File: config.mk
export PLATFORM = sky130hd
export DESIGN_NAME = atlas_rect_tile_allocator
export DESIGN_NICKNAME = d
export VERILOG_FILES = /design/src/hw/rtl/atr_pkg.sv /design/src/hw/rtl/atr_ctrl.sv /design/src/hw/rtl/atr_dp.sv /design/src/hw/rtl/atlas_rect_tile_allocator.sv
export SDC_FILE = /design/constraint.sdc
export NUM_CORES = 2
export LEC_CHECK = 0
export BUFFER_PORTS_ARGS = -buffer_cell sky130_fd_sc_hd__buf_2
export CAP_MARGIN = 20
export CORE_ASPECT_RATIO = 1.75
export CORE_MARGIN = 2
export CORE_UTILIZATION = 60
export DETAILED_ROUTE_END_ITERATION = 7
export PLACE_DENSITY = 0.76
export SYNTH_ARGS = -nofsm -noshare
export SYNTH_HDL_FRONTEND = slang
export SYNTH_HIERARCHICAL = 1
export SYNTH_SLANG_ARGS = --single-unit
File: constraint.sdc
create_clock -name clk -period 18.2 [get_ports clk]
set_clock_uncertainty 0.1 [all_clocks]
set_input_delay 3.64 -clock clk [delete_from_list [all_inputs] [get_ports clk]]
set_output_delay 3.64 -clock clk [all_outputs]
set_load 0.02 [all_outputs]
File: src/hw/rtl/atr_pkg.sv
`default_nettype none
package atr_pkg;

  // table geometry
  localparam int MAX_TILES = 64;
  localparam int IDX_W     = $clog2(MAX_TILES);
  localparam int CNT_W     = $clog2(MAX_TILES + 1);

  // field widths
  localparam int COORD_W = 13;
  localparam int SIZE_W  = COORD_W + 1;
  localparam int EDGE_W  = COORD_W + 2;
  localparam int CFG_AW  = 2;
  localparam int CFG_DW  = SIZE_W;

  // block-compressed alignment: low two bits must be clear
  localparam logic [1:0] ALIGN_MASK = 2'b11;

  // register reset values
  localparam logic [SIZE_W-1:0] ATLAS_DIM_RST = SIZE_W'(1024);

  // configuration register indexes
  typedef enum logic [CFG_AW-1:0] {
    CFG_ATLAS_WIDTH  = 2'd0,
    CFG_ATLAS_HEIGHT = 2'd1,
    CFG_BLOCK_ALIGN  = 2'd2,
    CFG_UNUSED       = 2'd3
  } cfg_idx_t;

  // request opcodes
  typedef enum logic [1:0] {
    OP_ALLOC = 2'd0,
    OP_FREE  = 2'd1,
    OP_CLEAR = 2'd2,
    OP_NOP   = 2'd3
  } op_t;

  // result status codes
  typedef enum logic [2:0] {
    STS_OK        = 3'd0,
    STS_EMPTY     = 3'd1,
    STS_MISALIGN  = 3'd2,
    STS_BOUNDS    = 3'd3,
    STS_OVERLAP   = 3'd4,
    STS_BADINDEX  = 3'd5,
    STS_FULL      = 3'd6
  } status_t;

  // controller states
  typedef enum logic [2:0] {
    S_IDLE,
    S_EVAL,
    S_SCAN,
    S_SHIFT,
    S_FIN
  } state_t;

  // one stored tile
  typedef struct packed {
    logic [COORD_W-1:0] left;
    logic [COORD_W-1:0] top;
    logic [SIZE_W-1:0]  width;
    logic [SIZE_W-1:0]  height;
  } entry_t;

  // controller to datapath
  typedef struct packed {
    logic load;
    logic walk_init;
    logic walk_scan;
    logic walk_shift;
    logic finish;
  } cmd_t;

  // datapath to controller
  typedef struct packed {
    logic go_scan;
    logic go_shift;
    logic walk_done;
    logic out_free;
  } sts_t;

endpackage
`default_nettype wire

File: src/hw/rtl/atr_ctrl.sv
`default_nettype none
module atr_ctrl (
  input  wire logic          clk,
  input  wire logic          rst_n,
  input  wire logic          in_tvalid,
  output logic               in_tready,
  input  wire atr_pkg::sts_t sts,
  output atr_pkg::cmd_t      cmd
);

  atr_pkg::state_t state_r, state_nxt;

  // state register
  always_ff @(posedge clk) begin
    if (!rst_n) begin
      state_r <= atr_pkg::S_IDLE;
    end else begin
      state_r <= state_nxt;
    end
  end

  // next state and commands
  always_comb begin
    state_nxt = state_r;
    cmd       = '0;
    in_tready = 1'b0;
    case (state_r)
      atr_pkg::S_IDLE: begin
        in_tready = 1'b1;
        if (in_tvalid) begin
          cmd.load  = 1'b1;
          state_nxt = atr_pkg::S_EVAL;
        end
      end
      atr_pkg::S_EVAL: begin
        cmd.walk_init = 1'b1;
        if (sts.go_scan) begin
          state_nxt = atr_pkg::S_SCAN;
        end else if (sts.go_shift) begin
          state_nxt = atr_pkg::S_SHIFT;
        end else begin
          state_nxt = atr_pkg::S_FIN;
        end
      end
      atr_pkg::S_SCAN: begin
        cmd.walk_scan = 1'b1;
        if (sts.walk_done) begin
          state_nxt = atr_pkg::S_FIN;
        end
      end
      atr_pkg::S_SHIFT: begin
        cmd.walk_shift = 1'b1;
        if (sts.walk_done) begin
          state_nxt = atr_pkg::S_FIN;
        end
      end
      atr_pkg::S_FIN: begin
        if (sts.out_free) begin
          cmd.finish = 1'b1;
          state_nxt  = atr_pkg::S_IDLE;
        end
      end
      default: begin
        state_nxt = atr_pkg::S_IDLE;
      end
    endcase
  end

  // commands only ever come one at a time
  a_cmd_onehot: assert property (@(posedge clk) disable iff (!rst_n)
    $onehot0(cmd))
    else $error("more than one datapath command");

  // a walk only ever follows an evaluation or itself
  a_walk_entry: assert property (@(posedge clk) disable iff (!rst_n)
    $rose(state_r == atr_pkg::S_SCAN || state_r == atr_pkg::S_SHIFT)
      |-> $past(state_r) == atr_pkg::S_EVAL)
    else $error("walk entered without evaluation");

  // a finished request always goes back to idle
  a_fin_idle: assert property (@(posedge clk) disable iff (!rst_n)
    cmd.finish |=> state_r == atr_pkg::S_IDLE)
    else $error("finish did not return to idle");

endmodule
`default_nettype wire

File: src/hw/rtl/atr_dp.sv
`default_nettype none
module atr_dp (
  input  wire logic                         clk,
  input  wire logic                         rst_n,
  input  wire atr_pkg::cmd_t                cmd,
  output atr_pkg::sts_t                     sts,
  input  wire logic [63:0]                  in_tdata,
  input  wire logic [atr_pkg::SIZE_W-1:0]   atlas_w,
  input  wire logic [atr_pkg::SIZE_W-1:0]   atlas_h,
  input  wire logic                         blk_align,
  output logic                              out_tvalid,
  input  wire logic                         out_tready,
  output logic [15:0]                       out_tdata
);

  localparam int CW = atr_pkg::COORD_W;
  localparam int SW = atr_pkg::SIZE_W;
  localparam int EW = atr_pkg::EDGE_W;
  localparam int NW = atr_pkg::CNT_W;
  localparam int AW = atr_pkg::IDX_W;

  // request registers
  atr_pkg::op_t  op_r;
  logic [CW-1:0] left_r, top_r;
  logic [SW-1:0] wid_r, hgt_r;
  logic [NW-1:0] idx_r;
  logic [EW-1:0] right_r, bot_r;

  // table state
  atr_pkg::entry_t mem [atr_pkg::MAX_TILES];
  atr_pkg::entry_t rd_data_r, wr_data;
  logic [NW-1:0]   cnt_r, cnt_nxt;
  logic [NW-1:0]   ptr_r;
  logic [AW-1:0]   rd_addr_r, wr_addr;
  logic            rd_en, rd_vld_r, wr_en, hit_r, ovl, append;

  // output register
  logic               out_vld_r;
  atr_pkg::status_t   res_st_r, res_st;
  logic [AW-1:0]      res_idx_r, res_idx;
  logic [NW-1:0]      res_cnt_r;

  // pre-check results
  atr_pkg::status_t pre_st;
  logic             empty, misal, oob, idx_ok;
  logic [EW-1:0]    t_right, t_bot;

  // capture the request
  always_ff @(posedge clk) begin
    if (cmd.load) begin
      op_r    <= atr_pkg::op_t'(in_tdata[1:0]);
      left_r  <= in_tdata[14:2];
      top_r   <= in_tdata[27:15];
      wid_r   <= in_tdata[41:28];
      hgt_r   <= in_tdata[55:42];
      idx_r   <= in_tdata[62:56];
      right_r <= EW'(in_tdata[14:2]) + EW'(in_tdata[41:28]);
      bot_r   <= EW'(in_tdata[27:15]) + EW'(in_tdata[55:42]);
    end
  end

  // size, alignment and bounds checks in order
  always_comb begin
    empty  = (wid_r == '0) || (hgt_r == '0);
    misal  = blk_align &&
             (((left_r[1:0] | top_r[1:0] | wid_r[1:0] | hgt_r[1:0])
               & atr_pkg::ALIGN_MASK) != 2'b00);
    oob    = (right_r > EW'(atlas_w)) || (bot_r > EW'(atlas_h));
    idx_ok = idx_r < cnt_r;
    if (empty) begin
      pre_st = atr_pkg::STS_EMPTY;
    end else if (misal) begin
      pre_st = atr_pkg::STS_MISALIGN;
    end else if (oob) begin
      pre_st = atr_pkg::STS_BOUNDS;
    end else begin
      pre_st = atr_pkg::STS_OK;
    end
  end

  // overlap of the entry just read against the request
  always_comb begin
    t_right = EW'(rd_data_r.left) + EW'(rd_data_r.width);
    t_bot   = EW'(rd_data_r.top) + EW'(rd_data_r.height);
    ovl = !((EW'(rd_data_r.left) >= right_r) || (t_right <= EW'(left_r)) ||
            (EW'(rd_data_r.top) >= bot_r) || (t_bot <= EW'(top_r)));
  end

  // walk pointer: scan from entry 0, compaction from the entry after the freed one
  assign rd_en = (cmd.walk_scan || cmd.walk_shift) && (ptr_r < cnt_r);

  always_ff @(posedge clk) begin
    if (!rst_n) begin
      ptr_r    <= '0;
      rd_vld_r <= 1'b0;
      hit_r    <= 1'b0;
    end else begin
      if (cmd.walk_init) begin
        ptr_r    <= (op_r == atr_pkg::OP_FREE) ? idx_r + NW'(1) : '0;
        rd_vld_r <= 1'b0;
        hit_r    <= 1'b0;
      end else begin
        rd_vld_r <= rd_en;
        if (rd_en) begin
          ptr_r <= ptr_r + NW'(1);
        end
        if (cmd.walk_scan && rd_vld_r && ovl) begin
          hit_r <= 1'b1;
        end
      end
    end
  end

  // final decision on the request
  always_comb begin
    res_st  = atr_pkg::STS_OK;
    res_idx = '0;
    cnt_nxt = cnt_r;
    append  = 1'b0;
    case (op_r)
      atr_pkg::OP_ALLOC: begin
        if (pre_st != atr_pkg::STS_OK) begin
          res_st = pre_st;
        end else if (hit_r) begin
          res_st = atr_pkg::STS_OVERLAP;
        end else if (cnt_r >= NW'(atr_pkg::MAX_TILES)) begin
          res_st = atr_pkg::STS_FULL;
        end else begin
          append  = cmd.finish;
          res_idx = cnt_r[AW-1:0];
          cnt_nxt = cnt_r + NW'(1);
        end
      end
      atr_pkg::OP_FREE: begin
        if (!idx_ok) begin
          res_st = atr_pkg::STS_BADINDEX;
        end else begin
          cnt_nxt = cnt_r - NW'(1);
        end
      end
      atr_pkg::OP_CLEAR: begin
        cnt_nxt = '0;
      end
      default: begin
        cnt_nxt = cnt_r;
      end
    endcase
  end

  // table write port: append on finish, move down during compaction
  always_comb begin
    wr_en   = append || (cmd.walk_shift && rd_vld_r);
    wr_addr = append ? cnt_r[AW-1:0] : rd_addr_r - AW'(1);
    wr_data = append ? atr_pkg::entry_t'{left_r, top_r, wid_r, hgt_r} : rd_data_r;
  end

  // tile table memory
  always_ff @(posedge clk) begin
    if (wr_en) begin
      mem[wr_addr] <= wr_data;
    end
    if (rd_en) begin
      rd_data_r <= mem[ptr_r[AW-1:0]];
      rd_addr_r <= ptr_r[AW-1:0];
    end
  end

  // tile count
  always_ff @(posedge clk) begin
    if (!rst_n) begin
      cnt_r <= '0;
    end else if (cmd.finish) begin
      cnt_r <= cnt_nxt;
    end
  end

  // result register
  always_ff @(posedge clk) begin
    if (!rst_n) begin
      out_vld_r <= 1'b0;
    end else if (cmd.finish) begin
      out_vld_r <= 1'b1;
    end else if (out_tready) begin
      out_vld_r <= 1'b0;
    end
  end

  always_ff @(posedge clk) begin
    if (cmd.finish) begin
      res_st_r  <= res_st;
      res_idx_r <= res_idx;
      res_cnt_r <= cnt_nxt;
    end
  end

  // status back to the controller
  always_comb begin
    sts.go_scan   = (op_r == atr_pkg::OP_ALLOC) && (pre_st == atr_pkg::STS_OK);
    sts.go_shift  = (op_r == atr_pkg::OP_FREE) && idx_ok;
    sts.walk_done = !(ptr_r < cnt_r) && !rd_vld_r;
    sts.out_free  = !out_vld_r || out_tready;
  end

  assign out_tvalid = out_vld_r;
  assign out_tdata  = {res_cnt_r, res_idx_r, res_st_r};

  // count stays within the table
  a_cnt_range: assert property (@(posedge clk) disable iff (!rst_n)
    cnt_r <= NW'(atr_pkg::MAX_TILES))
    else $error("tile count beyond table depth");

  // count moves only when a request finishes
  a_cnt_hold: assert property (@(posedge clk) disable iff (!rst_n)
    !cmd.finish |=> $stable(cnt_r))
    else $error("tile count changed outside finish");

  // read data is valid only the cycle after a read
  a_rd_vld: assert property (@(posedge clk) disable iff (!rst_n)
    rd_vld_r && !$past(cmd.walk_init) |-> $past(rd_en))
    else $error("read data flagged without a read");

endmodule
`default_nettype wire

File: src/hw/rtl/atlas_rect_tile_allocator.sv
// sequence: an allocate that passes the size, alignment and bounds checks walks the
//   table with one read per stored tile; a free moves each entry after the freed one
//   down by one place; every other item goes from evaluation straight to its result
// throughput: one item at a time, next item accepted the cycle after the result is
//   registered; a new result waits while the previous one has not been taken
// reset: synchronous active-low rst_n empties the table, restores 1024x1024 unaligned
`default_nettype none
module atlas_rect_tile_allocator (
  input  wire logic                          clk,
  input  wire logic                          rst_n,
  // op, rect_left, rect_top, rect_width, rect_height, target_index (lowest bit first)
  input  wire logic [63:0]                   in_tdata,
  input  wire logic                          in_tvalid,
  output logic                               in_tready,
  // status, tile_index, tile_count (lowest bit first)
  output logic [15:0]                        out_tdata,
  output logic                               out_tvalid,
  input  wire logic                          out_tready,
  input  wire logic                          cfg_we,
  input  wire logic [atr_pkg::CFG_AW-1:0]    cfg_addr,
  input  wire logic [atr_pkg::CFG_DW-1:0]    cfg_wdata
);

  logic [atr_pkg::SIZE_W-1:0] atlas_w_r, atlas_h_r;
  logic                       blk_align_r;
  atr_pkg::cmd_t              cmd;
  atr_pkg::sts_t              sts;

  // configuration registers
  always_ff @(posedge clk) begin
    if (!rst_n) begin
      atlas_w_r   <= atr_pkg::ATLAS_DIM_RST;
      atlas_h_r   <= atr_pkg::ATLAS_DIM_RST;
      blk_align_r <= 1'b0;
    end else if (cfg_we) begin
      case (atr_pkg::cfg_idx_t'(cfg_addr))
        atr_pkg::CFG_ATLAS_WIDTH:  atlas_w_r   <= cfg_wdata;
        atr_pkg::CFG_ATLAS_HEIGHT: atlas_h_r   <= cfg_wdata;
        atr_pkg::CFG_BLOCK_ALIGN:  blk_align_r <= cfg_wdata[0];
        default: begin
        end
      endcase
    end
  end

  // sequencer
  atr_ctrl u_ctrl (
    .clk       (clk),
    .rst_n     (rst_n),
    .in_tvalid (in_tvalid),
    .in_tready (in_tready),
    .sts       (sts),
    .cmd       (cmd)
  );

  // table, checks and result register
  atr_dp u_dp (
    .clk        (clk),
    .rst_n      (rst_n),
    .cmd        (cmd),
    .sts        (sts),
    .in_tdata   (in_tdata),
    .atlas_w    (atlas_w_r),
    .atlas_h    (atlas_h_r),
    .blk_align  (blk_align_r),
    .out_tvalid (out_tvalid),
    .out_tready (out_tready),
    .out_tdata  (out_tdata)
  );

endmodule
`default_nettype wire

-- After elaboration in Yosys (flattened, before gate mapping)
Memories as Yosys holds them, arrays and structs flattened. A register that Yosys moved wholly into a read port is not among the register bits.
Cells that the tools add are included.
- RAM bits: 3456
- input port bits: 85
- output and inout port bits: 18
- word-level logic and storage cells: 133
- memories: 1
- latch bits: 0
- bits in registers: 164
- bits in read-only memories: 0
- div/mod/pow operators: 0
- mux-type cells: 40
- equality and inequality tests: 11
- $lt $le $gt $ge: 9
- shift-type cells: 0
- $mul: 0
- bitwise operators: 5
- add/sub/neg operators: 9
- reduce and logical (&&, ||, !) cells: 37
- memory list (memory ; depth ; width ; read ports ; clocked after Yosys merged registers in ; write ports ; line ; text):
    u_dp.mem ; 64 ; 54 ; 1 ; 1 ; 1 ; atr_dp.sv:30 ; atr_pkg::entry_t mem [atr_pkg::MAX_TILES];
- operator list (cell ; count):
    13-bit by 14-bit adder with 15-bit output ; 4
    54-bit 2-to-1 mux ; 1
    7-bit 2-to-1 mux ; 7
    3-bit 2-to-1 mux ; 11
    13-bit by 15-bit >= comparator with 1-bit output ; 2
    15-bit by 14-bit > comparator with 1-bit output ; 2
    15-bit by 13-bit <= comparator with 1-bit output ; 2
    14-bit logical NOT ; 2
    7-bit by 1-bit adder with 7-bit output, second input constant ; 3
    7-bit one-hot mux with 3 select lines ; 1
    1-bit 2-to-1 mux ; 16
    7-bit < comparator ; 2
    3-bit one-hot mux with 4 select lines ; 1
    1-bit logical AND ; 8
    1-bit logical OR ; 8
    7-bit >= comparator, second input constant ; 1
    7-bit by 1-bit subtractor with 7-bit output, second input constant ; 1
    3-bit by 2-bit equality test with 1-bit output, second input constant ; 2
    3-bit logical NOT ; 2
    6-bit 2-to-1 mux ; 1
    2-bit bitwise OR ; 3
    3-bit one-hot mux with 2 select lines ; 1
    2-bit AND reduction ; 3
    2-bit nonzero test ; 3
    other kinds (15) ; 24

-- Logic depth before layout (Yosys ltp)
- depth in word-level cells: 13
- depth in mapped cells: 17
- depth with buffers taken out: 17

-- Hierarchy
The synthesis kept the hierarchy.
- by module, submodules not included (module ; area an instance (um^2) ; cells an instance ; instances):
    atr_dp ; 143397.5 ; 6202 ; 1
    atlas_rect_tile_allocator ; 1133.6 ; 115 ; 1
    atr_ctrl ; 235.2 ; 28 ; 1

-- Worst setup path before layout
No wires, ideal clock.
- path type: input port to flip-flop
- start point: input out_tready
- end point: memory u_dp/mem[40][0] (netlist bit) (enable)
- library setup time: 0.540 ns
- arrival: 9.759 ns
- setup slack: 7.801 ns
- cell stages on the path: 8
- path through: nand2b_1 nand2_1 nor3_1 clkbuf_1 nand4_2 buf_2 buf_2 o21ai_0
- RTL lines (what ; line ; text):
    start, declared ; atlas_rect_tile_allocator.sv:18 ; input wire logic out_tready,
    end, declared ; atr_dp.sv:30 ;

==> results.py <==
metrics = {
    "setup_path": {
        "r2r_slack_ps": 10650,
        "max_stage_delay_ps": 950,
        "r2r_end": "u_dp/mem[22][39]$_DFFE_PP_",
        "crit_end": "u_dp/mem[22][39]$_DFFE_PP_",
        "cpLargestDelayFamily": "buffers and inverters",
        "cp_common_cell": "buf_4",
        "crit_chain": "buf_2, nand2b_1, nand2_1, nor3_2, nand4_4, buf_12, buf_4, nand3_1, o21ai_4, buf_4, buf_4",
        "crit_start": "out_tready",
        "r2r-start": "u_dp/hgt_r[0]$_DFFE_PP_",
        "crit_arrival_ps": 8570,
        "cp_max_fo": 116,
        "reg2regPathDepth": 11,
        "worstSetupPathType": "in2reg",
        "critical_path_buf_inv_count": 5,
        "cp.depth": 11,
        "worstSetupStartpointType": "input port",
        "cp.required_ps": 18620,
        "cp-end-kind": "flop",
        "slowest_stage": "buf_4",
    },
    "layout": {
        "fin_util_pct": 67.1,
        "area_growth_pct": 11.3,
        "multi_input_area_mm2": 0.0341,
        "nets": 6908,
        "seqCellArea_mm2": 0.110,
        "drive_gt1_share_pct": 29.4,
        "fill_cells": 13700,
    },
    "floorplanning": {
        "chipHeight_um": 654,
        "start_util_pct": 60.3,
        "die_w_um": 375,
        "fp.coreArea_mm2": 0.240,
        "die-area_mm2": 0.245,
        "rows": 238,
        "pin_count": 103,
    },
    "power_and_ir_drop": {
        "p_per_area_mw_per_mm2": 106,
        "p_leak_nw": 49.1,
        "ir_worst_vdd_mv": 0.0771,
        "finalPower_mw": 17.1,
    },
    "timing": {
        "post-route-period-util_pct": 44.8,
        "whs_ps": 359,
        "fmax_mhz": 123,
        "drv_slew": 0,
        "finalHoldViolations": 0,
        "worstMarginPinSlew_ps": 1260,
        "relSlewSlack_pct": 15.5,
        "tns_ps": 0,
        "setup_viol": 0,
        "rsz0062_at_grt": "no",
        "post-route-min-period_ps": 8150,
    },
    "clocking": {
        "clk_latency_ps": 910,
        "htreeDepth": 5,
        "clock-sinks": 3674,
        "root_buffer": "clkbuf_16",
        "path_clk_slew_ps": 60,
        "cts_hold_buf": 0,
        "cts_buffers": 315,
        "cts_tree": "done",
        "post_cts_buffers": 0,
        "clock_path_buffers": 4,
        "cts_resized": 0,
    },
    "logic_synthesis": {
        "synth_area_leaders": "edfxtp_1, mux4_2, ha_1",
        "avgSynthCellArea_um2": 22.8,
        "yosysTopAreaCell": "edfxtp_1",
        "synth_fa_ha_area_share_pct": 1.34,
        "synth_mux_area_share_pct": 18.1,
        "ys.flop_type": "edfxtp_1",
        "synthesis.nets": 6583,
        "yosysUniqueCellTypes": 80,
        "synthXorXnorAreaFrac_pct": 0.327,
        "synth_top_area_share_pct": 75.2,
        "synth_area_mm2": 0.145,
        "synth_top_family_by_area": "multiplexers",
        "synth-seq-area-share_pct": 75.9,
        "yosys.area_share.simple_pct": 1.64,
        "synth_edf_count": 3625,
        "synth-compound-area-share_pct": 1.45,
        "syn-instance-count": 6345,
        "synth_seq_cells": 3674,
        "synth_warnings": 6,
        "async_reset_ff_share_pct": 0,
    },
    "detailed_routing": {
        "first_pass_iters": 8,
        "ant_nets": 0,
        "drtIter0Drc": 11300,
        "drt-total-wl_mm": 414,
        "wire_per_inst_um": 41.2,
        "vias": 73200,
        "drc": 0,
        "viasPerCell": 7.29,
    },
    "global_routing": {
        "grt-ovfl-total": 0,
        "grtUsageMet3_pct": 8.59,
        "top_usage_layer": "met2",
        "antenna_found_initial": 14,
        "grt_util_all_layers_pct": 34.0,
        "grtUsageMet2_pct": 56.9,
        "grt_pass1_wl_mm": 577,
        "grt_pass1_vias": 75100,
        "grt_use_met1_pct": 40.6,
        "grt_start_max_net_pins": 117,
    },
    "placed_design": {
        "globalplace.congestion": 0.869,
        "dp_hpwl_mm": 207,
        "numPortBuffers": 101,
    },
    "hold_path": {
        "hp-class": "reg2reg",
        "hp-start": "blk_align_r$_SDFFE_PN0P_",
    },
    "job": {
        "maxCapViolations": 0,
    },
    "run_status": {
        "status": "finished, final reports clean",
    },
}
worst min-delay path by stage:
stage | depth (start not counted) | slack, ps | end
2_1_floorplan | 0 | 330 | u_dp/rd_addr_r[2]$_DFFE_PP_
3_3_place_gp | 2 | 350 | atlas_h_r[12]$_SDFFE_PN0P_
3_5_place_dp | 2 | 350 | atlas_w_r[6]$_SDFFE_PN0P_
4_1_cts | 2 | 360 | blk_align_r$_SDFFE_PN0P_
5_1_grt | 2 | 390 | atlas_h_r[13]$_SDFFE_PN0P_
6_report | 2 | 360 | blk_align_r$_SDFFE_PN0P_
flip-flops by register name, indices dropped and copies added, names as in the netlist, 2 cells and up:
name / flops
atlas_h_r: 14
atlas_w_r: 14
u_ctrl/state_r: 3
u_dp/bot_r: 15
u_dp/cnt_r: 7
u_dp/hgt_r: 14
u_dp/idx_r: 7
u_dp/left_r: 13
u_dp/mem: 3456
u_dp/op_r: 2
u_dp/ptr_r: 7
u_dp/rd_addr_r: 6
u_dp/rd_data_r: 54
u_dp/res_cnt_r: 7
u_dp/res_idx_r: 6
u_dp/res_st_r: 3
u_dp/right_r: 15
u_dp/top_r: 13
u_dp/wid_r: 14
per-layer routing:
layer  part of all wire (%)  vias up  wire, um
met4                    6.7       16     27700
met5                  0.021        -        85
met1                     31    38200    126000
met3                     12     1401     49200
met2                     51     5980    210000
li1                       -    27600         -
cells in the final DEF, fill, tap and decap left out, types with 31 or more instances in the layout:
cell	netlist	layout
ha_1	149	149
nor3_1	43	40
clkinv_1	3	75
bufinv_16	0	35
nand3_1	91	91
buf_2	94	101
xnor2_1	43	43
edfxtp_1	3625	3625
inv_1	124	124
nand2_1	170	170
mux4_2	1134	1134
o21ai_4	0	88
clkinv_2	0	47
dfxtp_1	49	43
o21ai_0	126	42
nor2_1	76	76
clkbuf_1	163	47
a21oi_1	62	62
mux2i_1	31	31
clkbuf_16	0	324
buf_4	10	193
metrics by stage:
step           std cells  worst slack, ps  instance area [um2]
2_1_floorplan       6345             7800               145000
3_3_place_gp        9453             9400               150000
3_5_place_dp        9457             9260               151000
4_1_cts            10000            10150               161000
5_1_grt            10000             9950               161000
6_report           10000            10060               161000
final cells by class:
type	instances	area share, %
flip-flops and latches	3674	68.2
multi-input cells	2230	21.2
clock buffers	372	5.15
well taps	3120	2.42
repair buffers	318	1.55
clock inverters	190	1.18
inverters	131	0.305
diodes	7	0.0109
power breakdown:
| part | total, mW | internal, mW | switching, mW |
|---|---|---|---|
| logic | 0.905 | 0.412 | 0.493 |
| registers | 9.26 | 9.22 | 0.0456 |
| clock network | 6.89 | 3.77 | 3.12 |
tightest hold or removal path, delay by kind of cell, from the launching register on:
family           cells  cell delay [ps]
muxes                1               50
DFF                  1              310
and+or+nand+nor      1               50
cells in the mapped netlist (7+ instances only):
cell      number
nor2_1        76
clkbuf_1     163
nor2b_1       21
dfxtp_1       49
mux4_2      1134
nor3_1        43
buf_2         94
and3_1        18
xor2_1        11
edfxtp_1    3625
nor4_1        10
buf_1         38
nand2b_1      13
a21o_1        18
xnor2_1       43
ha_1         149
nand4_1       19
a211oi_1      13
mux2i_1       31
mux2_1        24
o21a_1        16
a21oi_1       62
a31oi_1       16
nand2_1      170
o21ai_0      126
inv_1        124
nand3_1       91
mux2_2         7
buf_4         10
logic make-up after synthesis:
kind of cell	after synthesis
AO/OA/AOI/OAI	333
XOR/XNOR	54
adder cells (fa/ha/maj)	153
buffers and inverters	441
flip-flops	3674
multiplexers	1196
AND/OR/NAND/NOR	494
No activity file was read; power rests on OpenSTA's default activity.
